--- src/hdl/b64d_pkg.sv ---
// Shared types and constants for the base64 stream decoder.
// No dependencies; the files that use it refer to it by scoped names.
`default_nettype none
package b64d_pkg;

  localparam int unsigned CountW = 32;
  localparam logic [CountW-1:0] COUNT_MAX = '1;
  localparam logic [CountW-1:0] LIMIT_RESET = '1;

  localparam logic [7:0] CHAR_UPPER_A = 8'h41;
  localparam logic [7:0] CHAR_UPPER_Z = 8'h5A;
  localparam logic [7:0] CHAR_LOWER_A = 8'h61;
  localparam logic [7:0] CHAR_LOWER_Z = 8'h7A;
  localparam logic [7:0] CHAR_DIGIT_0 = 8'h30;
  localparam logic [7:0] CHAR_DIGIT_9 = 8'h39;
  localparam logic [7:0] CHAR_PLUS    = 8'h2B;
  localparam logic [7:0] CHAR_SLASH   = 8'h2F;

  localparam logic [5:0] SEXTET_PLUS  = 6'd62;
  localparam logic [5:0] SEXTET_SLASH = 6'd63;
  // offsets that move a character onto its sextet value (mod 256)
  localparam logic [7:0] OFS_LOWER = 8'd71;
  localparam logic [7:0] OFS_DIGIT = 8'd4;

  // Work handed from front to back: up to three candidate bytes, oldest first.
  typedef struct packed {
    logic [2:0][7:0] data;
    logic [1:0]      nbytes;
    logic            last;
  } job_t;

  typedef struct packed {
    logic [7:0]        data_byte;
    logic              byte_valid;
    logic              last_result;
    logic [CountW-1:0] total_count;
  } result_t;

endpackage
`default_nettype wire

--- src/hdl/b64d_fifo.sv ---
// Small register-based FIFO used as the job queue and the result queue.
// No package dependency.
`default_nettype none
module b64d_fifo #(
  parameter int unsigned WIDTH = 8,
  parameter int unsigned DEPTH = 2
) (
  input  wire logic             clk,
  input  wire logic             rst_n,
  input  wire logic             push,
  input  wire logic [WIDTH-1:0] din,
  output logic                  full,
  input  wire logic             pop,
  output logic [WIDTH-1:0]      dout,
  output logic                  empty
);

  localparam int unsigned AW = (DEPTH > 1) ? $clog2(DEPTH) : 1;
  localparam int unsigned CW = $clog2(DEPTH + 1);
  localparam logic [AW-1:0] LAST_PTR = AW'(DEPTH - 1);
  localparam logic [CW-1:0] DEPTH_CNT = CW'(DEPTH);

  logic [WIDTH-1:0] mem [DEPTH];
  logic [AW-1:0] wr_ptr_r, wr_ptr_nxt;
  logic [AW-1:0] rd_ptr_r, rd_ptr_nxt;
  logic [CW-1:0] cnt_r, cnt_nxt;
  logic do_push, do_pop;

  assign full    = (cnt_r == DEPTH_CNT);
  assign empty   = (cnt_r == '0);
  assign do_push = push && !full;
  assign do_pop  = pop && !empty;
  assign dout    = mem[rd_ptr_r];

  always_comb begin
    wr_ptr_nxt = wr_ptr_r;
    rd_ptr_nxt = rd_ptr_r;
    cnt_nxt    = cnt_r;
    if (do_push) begin
      wr_ptr_nxt = (wr_ptr_r == LAST_PTR) ? '0 : AW'(wr_ptr_r + 1'b1);
    end
    if (do_pop) begin
      rd_ptr_nxt = (rd_ptr_r == LAST_PTR) ? '0 : AW'(rd_ptr_r + 1'b1);
    end
    if (do_push && !do_pop) begin
      cnt_nxt = CW'(cnt_r + 1'b1);
    end else if (do_pop && !do_push) begin
      cnt_nxt = CW'(cnt_r - 1'b1);
    end
  end

  always_ff @(posedge clk) begin
    if (!rst_n) begin
      wr_ptr_r <= '0;
      rd_ptr_r <= '0;
      cnt_r    <= '0;
    end else begin
      wr_ptr_r <= wr_ptr_nxt;
      rd_ptr_r <= rd_ptr_nxt;
      cnt_r    <= cnt_nxt;
    end
  end

  always_ff @(posedge clk) begin
    if (do_push) begin
      mem[wr_ptr_r] <= din;
    end
  end

endmodule
`default_nettype wire

--- src/hdl/b64d_front.sv ---
// Front end: maps characters to sextets, gathers groups and builds byte jobs.
// Depends on b64d_pkg.
`default_nettype none
module b64d_front (
  input  wire logic         clk,
  input  wire logic         rst_n,
  input  wire logic         accept,
  input  wire logic [7:0]   char_code,
  input  wire logic         last_char,
  output b64d_pkg::job_t    job,
  output logic              job_push
);

  logic [17:0] group_r, group_nxt;
  logic [1:0]  count_r, count_nxt;
  logic        is_sextet;
  logic [5:0]  sextet;
  logic [23:0] word;
  logic [17:0] g_a;
  logic [1:0]  c_a;

  always_comb begin
    is_sextet = 1'b1;
    sextet    = '0;
    if (char_code >= b64d_pkg::CHAR_UPPER_A && char_code <= b64d_pkg::CHAR_UPPER_Z) begin
      sextet = 6'(char_code - b64d_pkg::CHAR_UPPER_A);
    end else if (char_code >= b64d_pkg::CHAR_LOWER_A &&
                 char_code <= b64d_pkg::CHAR_LOWER_Z) begin
      sextet = 6'(char_code - b64d_pkg::OFS_LOWER);
    end else if (char_code >= b64d_pkg::CHAR_DIGIT_0 &&
                 char_code <= b64d_pkg::CHAR_DIGIT_9) begin
      sextet = 6'(char_code + b64d_pkg::OFS_DIGIT);
    end else if (char_code == b64d_pkg::CHAR_PLUS) begin
      sextet = b64d_pkg::SEXTET_PLUS;
    end else if (char_code == b64d_pkg::CHAR_SLASH) begin
      sextet = b64d_pkg::SEXTET_SLASH;
    end else begin
      is_sextet = 1'b0;
    end
  end

  always_comb begin
    job        = '0;
    job.last   = last_char;
    word       = {group_r, sextet};
    g_a        = group_r;
    c_a        = count_r;
    if (is_sextet) begin
      if (count_r != 2'd3) begin
        g_a = {group_r[11:0], sextet};
        c_a = 2'(count_r + 2'd1);
      end else begin
        job.data[0] = word[23:16];
        job.data[1] = word[15:8];
        job.data[2] = word[7:0];
        job.nbytes  = 2'd3;
        g_a         = '0;
        c_a         = '0;
      end
    end
    // flush the partial group on the final character
    if (last_char) begin
      case (c_a)
        2'd1: begin
          job.data[0] = {g_a[5:0], 2'b00};
          job.nbytes  = 2'd1;
        end
        2'd2: begin
          job.data[0] = g_a[11:4];
          job.nbytes  = 2'd1;
        end
        2'd3: begin
          job.data[0] = g_a[17:10];
          job.data[1] = g_a[9:2];
          job.nbytes  = 2'd2;
        end
        default: begin
        end
      endcase
      g_a = '0;
      c_a = '0;
    end
    group_nxt = accept ? g_a : group_r;
    count_nxt = accept ? c_a : count_r;
    job_push  = accept && (job.nbytes != 2'd0 || last_char);
  end

  always_ff @(posedge clk) begin
    if (!rst_n) begin
      group_r <= '0;
      count_r <= '0;
    end else begin
      group_r <= group_nxt;
      count_r <= count_nxt;
    end
  end

endmodule
`default_nettype wire

--- src/hdl/b64d_back.sv ---
// Back end: walks the bytes of each job, keeps the stream byte count and
// applies the output limit. Depends on b64d_pkg.
`default_nettype none
module b64d_back (
  input  wire logic                               clk,
  input  wire logic                               rst_n,
  input  wire logic                               cfg_wr_en,
  input  wire logic [b64d_pkg::CountW-1:0]        cfg_wr_data,
  input  wire b64d_pkg::job_t                     job,
  input  wire logic                               job_valid,
  output logic                                    job_pop,
  output b64d_pkg::result_t                       res,
  output logic                                    res_push,
  input  wire logic                               res_full
);

  logic [b64d_pkg::CountW-1:0] limit_r;
  logic [b64d_pkg::CountW-1:0] cnt_r, cnt_nxt;
  logic [1:0]                  k_r, k_nxt;
  logic [b64d_pkg::CountW:0]   sum;
  logic [b64d_pkg::CountW-1:0] total_sat;
  logic [b64d_pkg::CountW-1:0] cnt_inc;
  logic [1:0]                  rem;
  logic                        fire, has_byte, emit, step_done;

  assign fire      = job_valid && !res_full;
  assign has_byte  = (k_r < job.nbytes);
  assign emit      = has_byte && (cnt_r < limit_r);
  assign rem       = 2'(job.nbytes - k_r);
  assign sum       = {1'b0, cnt_r} + (b64d_pkg::CountW + 1)'(rem);
  assign total_sat = sum[b64d_pkg::CountW] ? b64d_pkg::COUNT_MAX
                                           : sum[b64d_pkg::CountW-1:0];
  assign cnt_inc   = b64d_pkg::CountW'(cnt_r + 1'b1);
  // once a byte lands on the limit, nothing later in the stream is emitted
  assign step_done = (2'(k_r + 2'd1) == job.nbytes) || (cnt_inc == limit_r);

  always_comb begin
    res      = '0;
    res_push = 1'b0;
    job_pop  = 1'b0;
    cnt_nxt  = cnt_r;
    k_nxt    = k_r;
    if (fire) begin
      if (emit) begin
        res.data_byte  = job.data[k_r];
        res.byte_valid = 1'b1;
        res_push       = 1'b1;
        if (step_done) begin
          job_pop = 1'b1;
          k_nxt   = '0;
          if (job.last) begin
            res.last_result = 1'b1;
            res.total_count = total_sat;
            cnt_nxt         = '0;
          end else begin
            cnt_nxt = total_sat;
          end
        end else begin
          k_nxt   = 2'(k_r + 2'd1);
          cnt_nxt = cnt_inc;
        end
      end else begin
        // count the remaining bytes and drop them; bare marker on stream end
        job_pop = 1'b1;
        k_nxt   = '0;
        if (job.last) begin
          res.last_result = 1'b1;
          res.total_count = total_sat;
          res_push        = 1'b1;
          cnt_nxt         = '0;
        end else begin
          cnt_nxt = total_sat;
        end
      end
    end
  end

  always_ff @(posedge clk) begin
    if (!rst_n) begin
      limit_r <= b64d_pkg::LIMIT_RESET;
      cnt_r   <= '0;
      k_r     <= '0;
    end else begin
      if (cfg_wr_en) begin
        limit_r <= cfg_wr_data;
      end
      cnt_r <= cnt_nxt;
      k_r   <= k_nxt;
    end
  end

endmodule
`default_nettype wire

--- src/hdl/base64_stream_decoder_top.sv ---
// Base64 stream decoder (standard alphabet), queue-style ports on both sides.
// Instantiates b64d_front, b64d_fifo (job and result queues), b64d_back.
//
// Input: drive in_char_code/in_last_char with in_push; a beat is taken at an
// edge where in_push is high and in_full is low. Characters outside the
// alphabet (padding, whitespace, anything else) are dropped. in_last_char
// closes the stream: the partial group is flushed and the byte total is
// reported on the final result, which has out_last_result set.
// Output: while out_empty is low the oldest result is on the out_ ports;
// out_pop takes it. A stream end with no byte to emit gives one result with
// out_byte_valid low.
// Throughput: one character per cycle at the input while in_full is low. The
// back end emits one byte per cycle while the result queue is not full, so a
// group of four characters gives the back end three bytes to walk; the job
// queue absorbs the difference (output averages three bytes per four
// characters). Path: a byte passes through the job queue, then the result queue.
// Stall: when the result queue fills, the back end holds; when the job queue
// fills, in_full rises. cfg_wr_en/cfg_wr_data set the output limit; write it
// only while the block is idle.
// Reset: queues empty, group and byte count cleared, limit all ones.
`default_nettype none
module base64_stream_decoder_top #(
  parameter int unsigned JOB_DEPTH = 4
) (
  input  wire logic                        clk,
  input  wire logic                        rst_n,
  input  wire logic                        cfg_wr_en,
  input  wire logic [31:0]                 cfg_wr_data,
  input  wire logic [7:0]                  in_char_code,
  input  wire logic                        in_last_char,
  input  wire logic                        in_push,
  output logic                             in_full,
  output logic [7:0]                       out_data_byte,
  output logic                             out_byte_valid,
  output logic                             out_last_result,
  output logic [31:0]                      out_total_count,
  output logic                             out_empty,
  input  wire logic                        out_pop
);

  localparam int unsigned JobW = $bits(b64d_pkg::job_t);
  localparam int unsigned ResW = $bits(b64d_pkg::result_t);
  localparam int unsigned JqDepth = (JOB_DEPTH < 2) ? 2 : JOB_DEPTH;

  b64d_pkg::job_t    fe_job, bk_job;
  b64d_pkg::result_t bk_res, oq_res;
  logic [JobW-1:0]   bk_job_bits;
  logic [ResW-1:0]   oq_res_bits;
  logic              accept, fe_push, jq_empty, bk_pop, bk_push, oq_full;

  assign accept = in_push && !in_full;

  b64d_front u_front (
    .clk       (clk),
    .rst_n     (rst_n),
    .accept    (accept),
    .char_code (in_char_code),
    .last_char (in_last_char),
    .job       (fe_job),
    .job_push  (fe_push)
  );

  b64d_fifo #(.WIDTH(JobW), .DEPTH(JqDepth)) u_job_q (
    .clk   (clk),
    .rst_n (rst_n),
    .push  (fe_push),
    .din   (fe_job),
    .full  (in_full),
    .pop   (bk_pop),
    .dout  (bk_job_bits),
    .empty (jq_empty)
  );

  assign bk_job = bk_job_bits;

  b64d_back u_back (
    .clk         (clk),
    .rst_n       (rst_n),
    .cfg_wr_en   (cfg_wr_en),
    .cfg_wr_data (cfg_wr_data),
    .job         (bk_job),
    .job_valid   (!jq_empty),
    .job_pop     (bk_pop),
    .res         (bk_res),
    .res_push    (bk_push),
    .res_full    (oq_full)
  );

  b64d_fifo #(.WIDTH(ResW), .DEPTH(2)) u_res_q (
    .clk   (clk),
    .rst_n (rst_n),
    .push  (bk_push),
    .din   (bk_res),
    .full  (oq_full),
    .pop   (out_pop),
    .dout  (oq_res_bits),
    .empty (out_empty)
  );

  assign oq_res          = oq_res_bits;
  assign out_data_byte   = oq_res.data_byte;
  assign out_byte_valid  = oq_res.byte_valid;
  assign out_last_result = oq_res.last_result;
  assign out_total_count = oq_res.total_count;

  a_no_push_when_full: assert property (@(posedge clk) disable iff (!rst_n)
    bk_push |-> !oq_full)
    else $error("result pushed into full queue");

  a_no_pop_when_empty: assert property (@(posedge clk) disable iff (!rst_n)
    bk_pop |-> !jq_empty)
    else $error("job popped from empty queue");

  a_bare_is_last: assert property (@(posedge clk) disable iff (!rst_n)
    (!out_empty && !out_byte_valid) |-> out_last_result)
    else $error("result without a byte is not a stream end");

  a_total_only_on_last: assert property (@(posedge clk) disable iff (!rst_n)
    (!out_empty && !out_last_result) |-> (out_total_count == '0))
    else $error("non-final result carries a total");

endmodule
`default_nettype wire
--- config.mk ---
export PLATFORM = sky130hd
export DESIGN_NAME = base64_stream_decoder_top
export DESIGN_NICKNAME = d
export VERILOG_FILES = /design/src/hdl/b64d_pkg.sv /design/src/hdl/b64d_fifo.sv /design/src/hdl/b64d_front.sv /design/src/hdl/b64d_back.sv /design/src/hdl/base64_stream_decoder_top.sv
export SDC_FILE = /design/constraint.sdc
export NUM_CORES = 1
export LEC_CHECK = 0
export ABC_AREA = 1
export BUFFER_PORTS_ARGS = -buffer_cell sky130_fd_sc_hd__buf_2
export CORE_MARGIN = 2
export CORE_UTILIZATION = 60
export CTS_CLUSTER_SIZE = 40
export DETAILED_ROUTE_END_ITERATION = 12
export PLACE_DENSITY = 0.84
export SKIP_CTS_REPAIR_TIMING = 1
export SYNTH_ARGS = -nofsm -noshare
export SYNTH_HDL_FRONTEND = slang
export SYNTH_SLANG_ARGS = --single-unit
--- constraint.sdc ---
create_clock -name clk -period 5 [get_ports clk]
set_input_delay 0.25 -clock clk [delete_from_list [all_inputs] [get_ports clk]]
set_output_delay 0.25 -clock clk [all_outputs]
set_load 0.03 [all_outputs]
==> results of run 1 <==
## area by class of cell
type | count | area [um2]
well taps | 335 | 419
repair buffers | 140 | 928
inverters | 175 | 657
multi-input cells | 1381 | 7250
clock inverters | 15 | 154
clock buffers | 39 | 795
flip-flops and latches | 292 | 7770
diodes | 1 | 2.50
fillers | 2047 | 8090
## synthesized netlist by cell type, drive strengths merged, types with 2 or more instances
library cell	instances
xor2	23
xnor2	2
fa	3
a221oi	14
a211oi	2
buf	20
nand4	12
nor4	3
nor2	296
clkbuf	56
mux2	42
clkinv	2
ha	58
a21oi	113
o21a	3
edfxtp	192
a22oi	4
o2111ai	3
or2	7
nor3	8
nand2	420
dfxtp	100
a31oi	2
nand3	132
o21ai	198
o22ai	26
o211ai	5
inv	173
## metrics by stage
| stage | instance area, um2 | setup WS [ps] | instances | util [%] |
|---|---|---|---|---|
| after global routing | 18000 | 600 | 2377 | 68.9 |
| after detailed placement | 16700 | 718 | 2293 | 64.2 |
| final | 18000 | 889 | 2378 | 69.0 |
| after floorplan | 16000 | 469 | 1924 | - |
| after global placement | 16700 | 664 | 2293 | 64.2 |
| after CTS | 17700 | 1070 | 2347 | 67.8 |
## power groups by stage
stage	combinational, mW	sequential (mW)	clock (mW)
after floorplan	2.64	3.33	0
after global placement	3.51	3.45	0
after detailed placement	3.60	3.49	0
after CTS	3.64	3.44	2.18
after global routing	4.03	3.49	2.28
final	3.73	3.45	2.18
## cells by family (layout without fill, tap and decap cells)
kind of cell / count (synthesis) / after routing / synth area share [%]
mux: 42 / 42 / 2.96
other cells: 0 / 1 / 0
simple gates: 879 / 879 / 23.1
compound gates: 374 / 374 / 12.8
fa+ha+maj: 61 / 61 / 4.92
xor+xnor: 25 / 25 / 1.37
buf+inv: 251 / 369 / 6.19
flops: 292 / 292 / 48.7
## sequential cells by signal (all words and copies together), names as in the netlist, 2 cells and up, named ones only
signal and cells:
u_job_q.mem 108, u_res_q.mem 84, u_back.cnt_r 32, u_back.limit_r 32, u_front.group_r 18, u_job_q.cnt_r 3
u_back.k_r 2, u_front.count_r 2, u_job_q.rd_ptr_r 2, u_job_q.wr_ptr_r 2, u_res_q.cnt_r 2
## worst paths after layout
| path | from | end | slack [ps] |
|---|---|---|---|
| max | u_back.cnt_r[2] | u_back.cnt_r[7] | 890 |
| min | cfg_wr_data[31] | u_back.limit_r[31] | -4 |
| max reg2reg | u_back.cnt_r[2] | u_back.cnt_r[7] | 890 |
| min reg2reg | u_front.group_r[5] | u_front.group_r[5] | 470 |
## layer usage
metal  global-route usage (%)  share of wire, %
met2                     48.0                44
met5                     1.74              0.15
met4                     7.20               1.8
met1                     46.2                42
met3                     6.06                12
## worst max-delay path: cells and delay by family (launching register included)
kind	cells	cell delay (ps)
flops	1	580
simple gates	15	2710
buf+inv	2	740
## layout by cell type (no fill, tap or decap), types with 23 or more instances in the layout
master	count
xor2_1	23
clkbuf_16	30
edfxtp_1	192
buf_2	89
ha_1	58
nand3_1	130
a21oi_1	110
inv_1	168
mux2_2	42
o21ai_0	194
nor2_2	23
o22ai_1	26
nor2_1	261
dfxtp_1	99
nand2_1	409
dlygate4sd3_1	30
==> run summary, run 1 <==
Routed WL -> 45800 um
Fmax -> 243 MHz
Post-detail-place hpwl -> 31800 um
CTS tree -> built
Hold Vio Cnt, Final -> 1
Worst r2r path cells -> 17
Core Box Area -> 26100 um2
Logic pwr share -> 39.9%
Setup Skew -> 29.8 ps
Post-synth cell types -> 47
CP Max Fanout -> 33
Final total power -> 9.36 mW
I/O Buffers -> 89
Post-route DRC -> 0
Die width -> 167 um
Synth top area share -> 36.1%
Vias in the first global route -> 12900
Setup TNS -> 0 ps
Clk pwr share -> 23.3%
Slew HR -> 17.0%
Mapped Nets -> 2031
First-pass detailed-route iteration total -> 5
Gr usage total -> 31.3%
P_sw -> 3.88 mW
Total Nets Final -> 2127
Most used DFF post-synth -> edfxtp_1
Critical Path Max Stage Delay -> 580 ps
Slew of the pin with the lowest slew margin -> 1240 ps
First-pass GRT wire length -> 69600 um
Deepest clock path buffer count -> 3
ANT nets after route -> 0
Starting Density -> 61.2%
Ys async rst share -> 0%
Internal power -> 5.48 mW
GR Overflow Total -> 0
Top cells by area, synth -> edfxtp_1 36%, dfxtp_1 13%, nand2_1 9.6%
Share of cells above drive strength 1 -> 12.9%
CP max stage cell -> dfxtp_1
Clk sinks -> 292
Most frequent cell on the critical path -> nand2_1
Unrepaired setup endpoints after global routing -> false
# rows -> 59
Largest net degree at the start of global routing -> 65
Critical path, cell by cell -> nand3_1, nor2_2, nand2_1, nand2_1, nand2_1, nand2_1, nand2_1, nor2_1, nand2_1, nor3_2, nand3_2, nand2_4, buf_4, inv_2, nor2_1, nor2_1, nor2_1
Startpoint Class -> flip-flop
CP endpoint kind -> flip-flop
Leading area contributor after synthesis -> edfxtp_1
Worst-skew pair later-pin latency -> 570 ps
CTS root buf -> clkbuf_16
Seq/Total Area, Yosys -> 48.7%
Initial antenna violation count -> 0
Leak -> 7.23 nW
Hold WC Path Type -> primary input to flip-flop
Die height -> 167 um
CP Data Arrival Time -> 4610 ps
Die area -> 27900 um2
Min-Delay Path Depth -> 3
Switch share -> 41.5%
Yosys warns -> 0
Flops & latches, synth -> 292
Synthesized cell area -> 16000 um2
Vias/cell -> 5.96
Drt initial violations -> 1937
Status -> complete, but fails checks
Power share of the sequential group -> 36.9%
Max IR drop VDD -> 0.453 mV
IO Count -> 90
Number of synthesized flops with an enable pin -> 192
Worst Hold Slack -> -3.81 ps
Failing checks -> hold timing
Final min period -> 4110 ps
Max-cap viol count -> 0
Worst EP required -> 5490 ps
Worst setup path class -> flip-flop to flip-flop
Total CTS buffers -> 30
Synthesized area per cell -> 8.29 um2
H-tree levels -> 1
Via Count -> 14200
Area grow syn2layout -> 12.6%
# setup viols final -> 0
Clock-pin slew of the registers on the worst-case setup and hold paths -> 60 ps
Tcrit/Tclk final -> 82.2%
P per Cell Area -> 521 nW/um2
DR WL/cell -> 19.2 um
RD Place Congestion -> 0.984
Post-Syn Instances -> 1924
Final Slew Violations -> 0
Power figures use the tool's default switching activity.
==> run 2: changes to the inputs <==
- clock period: 5 -> 4.05 ns (I/O delays scaled with it)
==> run summary, run 2 (same netlist as run 1, synthesis figures left out) <==
Worst EP required -> 4510 ps
Slew HR -> 25.9%
IO Count -> 90
Post-detail-place hpwl -> 32300 um
Crit path from -> u_back.cnt_r[0]
Total Nets Final -> 2151
Largest register by flop count -> u_job_q.mem
H-tree levels -> 1
Fmax -> 264 MHz
Vias in the first global route -> 13200
Area grow syn2layout -> 13.7%
GR Overflow Total -> 0
CTS tree -> built
Deepest clock path buffer count -> 3
Status -> finished, final reports clean
ANT nets after route -> 0
Worst-skew pair later-pin latency -> 580 ps
Core Box Area -> 26100 um2
# rows -> 59
CP endpoint kind -> flip-flop
Max-cap viol count -> 0
Min-Delay Startpoint -> out_pop
Hold Vio Cnt, Final -> 0
Worst setup path class -> flip-flop to flip-flop
Tcrit/Tclk final -> 93.4%
RR Startpoint -> u_back.cnt_r[0]
Drt initial violations -> 2083
Clk sinks -> 292
Top flop regs -> u_job_q.mem (108), u_res_q.mem (84)
Total CTS buffers -> 30
Startpoint Class -> flip-flop
Max IR drop VDD -> 0.725 mV
Die area -> 27900 um2
Starting Density -> 61.2%
Initial antenna violation count -> 0
I/O Buffers -> 89
Post-route DRC -> 0
Leak -> 7.35 nW
RD Place Congestion -> 1.05
# setup viols final -> 0
Clock-pin slew of the registers on the worst-case setup and hold paths -> 60 ps
Hold WC Path Type -> primary input to flip-flop
CP Data Arrival Time -> 4240 ps
Via Count -> 14300
Most frequent cells in the layout -> 409 x nand2_1, 259 x nor2_1, 194 x o21ai_0
Routed WL -> 46400 um
First-pass GRT wire length -> 72200 um
Gr usage total -> 32.6%
Setup Skew -> 17.5 ps
Slew of the pin with the lowest slew margin -> 1110 ps
Final Slew Violations -> 0
Filler cells -> 2036
Largest net degree at the start of global routing -> 65
Antenna fix cells -> 0
Vias/cell -> 5.97
P per Cell Area -> 638 nW/um2
Die height -> 167 um
Final min period -> 3780 ps
CTS root buf -> clkbuf_16
Share of cells above drive strength 1 -> 14.0%
Unrepaired setup endpoints after global routing -> false
First-pass detailed-route iteration total -> 6
Die width -> 167 um
CP Max Fanout -> 8
DR WL/cell -> 19.3 um
Setup TNS -> 0 ps
Commonest non-fill, non-tap cell in the layout -> nand2_1
Finished Core Util -> 69.6%
Number of flip-flops in the largest register -> 108
## run 2: worst max-delay path, cell delays in order, from the launching register on
cell	delay [ps]
dfxtp_1	450
ha_1	250
nand2_1	100
nor2_1	290
buf_4	240
nand2_2	130
clkinv_1	180
nand2_1	90
nand3_1	80
nand2_1	60
nor2_1	100
nand2_1	80
nor3_2	300
nand3_2	170
nand2_4	100
nand2_4	90
ha_1	210
inv_1	100
fa_1	420
o21ai_0	170
a21oi_1	50
## run 2: power breakdown
group	internal (mW)	switching [mW]
registers	3.85	0.386
logic	1.43	3.26
clock network	1.45	1.21
## run 2: through the flow
step	hold WS (ps)	cell area [um2]	std cells	total power, mW	setup WS (ps)
final	69.3	18100	2402	11.6	266
after floorplan	301	16000	1924	7.37	213
after detailed placement	419	16900	2314	8.80	117
after global placement	412	16900	2314	8.64	171
after global routing	122	18100	2402	12.1	33.1
after CTS	-167	17800	2369	11.4	239
## run 2: layout make-up
class / instances / area [um2] / area share, %
clock buffers: 35 / 779 / 4.30
clock inverters: 20 / 156 / 0.862
inverters: 175 / 659 / 3.63
multi-input cells: 1381 / 7260 / 40.0
flip-flops and latches: 292 / 7770 / 42.8
well taps: 335 / 419 / 2.31
repair buffers: 164 / 1110 / 6.10
## run 2: path summary, 6_finish.rpt
check,to,slack (ps),cells after the start
max,u_job_q.cnt_r[1],270,20
min,u_res_q.rd_ptr_r,70,4
max reg2reg,u_job_q.cnt_r[1],270,20
min reg2reg,u_front.group_r[4],470,2
## run 2: routing by layer
layer	routed length, um	track usage, %
met1	19900	49.6
met2	20200	49.0
met3	5370	5.49
met4	930	7.12
met5	0	0
==> run 3: changes to the inputs <==
- RECOVER_POWER: default -> 50
==> run summary, run 3 (same netlist as run 1, synthesis figures left out) <==
Hold Vio Cnt, Final -> 0
Via Count -> 14300
Commonest non-fill, non-tap cell in the layout -> nand2_1
ANT nets after route -> 0
Routed WL -> 46400 um
Die area -> 27900 um2
Tcrit/Tclk final -> 93.7%
Final min period -> 3800 ps
Die width -> 167 um
Final total power -> 11.5 mW
Filler cells -> 2073
Status -> complete, but fails checks
Largest net degree at the start of global routing -> 65
CP Data Arrival Time -> 4250 ps
Placed cells -> 2314
Clock-pin slew of the registers on the worst-case setup and hold paths -> 60 ps
Deepest clock path buffer count -> 3
Finished Core Util -> 69.4%
# rows -> 59
CTS root buf -> clkbuf_16
Gr usage total -> 32.6%
Antenna fix cells -> 0
Total CTS buffers -> 30
I/O Buffers -> 89
Post-detail-place hpwl -> 32300 um
GR Overflow Total -> 0
Starting Density -> 61.2%
Worst EP required -> 4500 ps
Non-Filler Instances -> 2402
Worst setup path class -> flip-flop to flip-flop
Leak -> 7.22 nW
CP endpoint kind -> flip-flop
H-tree levels -> 1
Final Slew Violations -> 80
Worst Hold Slack -> 68.3 ps
Slew HR -> -23.3%
Setup WS pre-CTS -> 117 ps
Share of cells above drive strength 1 -> 11.6%
P per Cell Area -> 637 nW/um2
Startpoint Class -> flip-flop
DR WL/cell -> 19.3 um
Post-DP Area -> 16900 um2
Slew of the pin with the lowest slew margin -> 1850 ps
First-pass detailed-route iteration total -> 6
Top flop regs -> u_job_q.mem (108), u_res_q.mem (84)
Number of flip-flops in the largest register -> 108
Largest register by flop count -> u_job_q.mem
Failing checks -> capacitance limit, slew limit
Design area -> 18100 um2
RD Place Congestion -> 1.05
Core Box Area -> 26100 um2
IO Count -> 90
Total Nets Final -> 2151
Unrepaired setup endpoints after global routing -> false
CP Max Fanout -> 8
Vias/cell -> 5.96
Post-route DRC -> 0
Worst Setup Slack, final -> 255 ps
Setup TNS -> 0 ps
First-pass GRT wire length -> 72200 um
Setup Skew -> 12.4 ps
Drt initial violations -> 1994
Max-cap viol count -> 2
Most frequent cells in the layout -> 409 x nand2_1, 259 x nor2_1, 194 x o21ai_0
Fmax -> 263 MHz
Die height -> 167 um
Max IR drop VDD -> 0.715 mV
Initial antenna violation count -> 0
Worst-skew pair later-pin latency -> 570 ps
Hold WC Path Type -> primary input to flip-flop
Area grow syn2layout -> 13.3%
Storage element area -> 7770 um2
# setup viols final -> 0
Vias in the first global route -> 13200
Clk sinks -> 292
CTS tree -> built
Multi-input logic area -> 7260 um2
==> run 3: cell count changes in the layout (fill, tap and decap cells not counted), sizes merged <==
cell	delta
buf	-49
clkbuf	+49
==> run 3: cell type report <==
cell class                      instances  area share [%]
Inverter                              175            3.65
Timing Repair Buffer                  164            5.72
Sequential cell                       292            43.0
Clock inverter                         20           0.865
Multi-Input combinational cell       1381            40.1
Tap cell                              335            2.32
Clock buffer                           35            4.31
==> run 3: worst max-delay path: stages, from the launching register on <==
cell	delay, ps
dfxtp_1	460
ha_1	240
nand2_1	100
nor2_1	290
buf_4	240
nand2_2	130
clkinv_1	180
nand2_1	90
nand3_1	80
nand2_1	60
nor2_1	100
nand2_1	80
nor3_2	300
nand3_2	170
nand2_4	100
nand2_4	90
ha_1	210
inv_1	100
fa_1	420
o21ai_0	170
a21oi_1	60
==> run 3: final timing paths <==
kind	start	end	slack [ps]	depth (start not counted)
max	u_back.cnt_r[0]	u_job_q.cnt_r[1]	250	20
min	out_pop	u_res_q.rd_ptr_r	70	4
max reg2reg	u_back.cnt_r[0]	u_job_q.cnt_r[1]	250	20
min reg2reg	u_front.group_r[4]	u_front.group_r[4]	470	2
==> run 3: per-layer routing <==
layer	vias to the layer above	routed length [um]	GRT usage (%)
li1	6749	-	-
met1	6633	19700	49.6
met2	861	20100	49.0
met3	77	5690	5.49
met4	0	861	7.12
met5	-	0	0
==> run 3: report_power, final <==
group	switching [mW]	internal [mW]	total (mW)	leakage, nW
clock	1.21	1.45	2.66	0.449
sequential	0.386	3.85	4.23	2.67
combinational	3.26	1.35	4.61	4.10
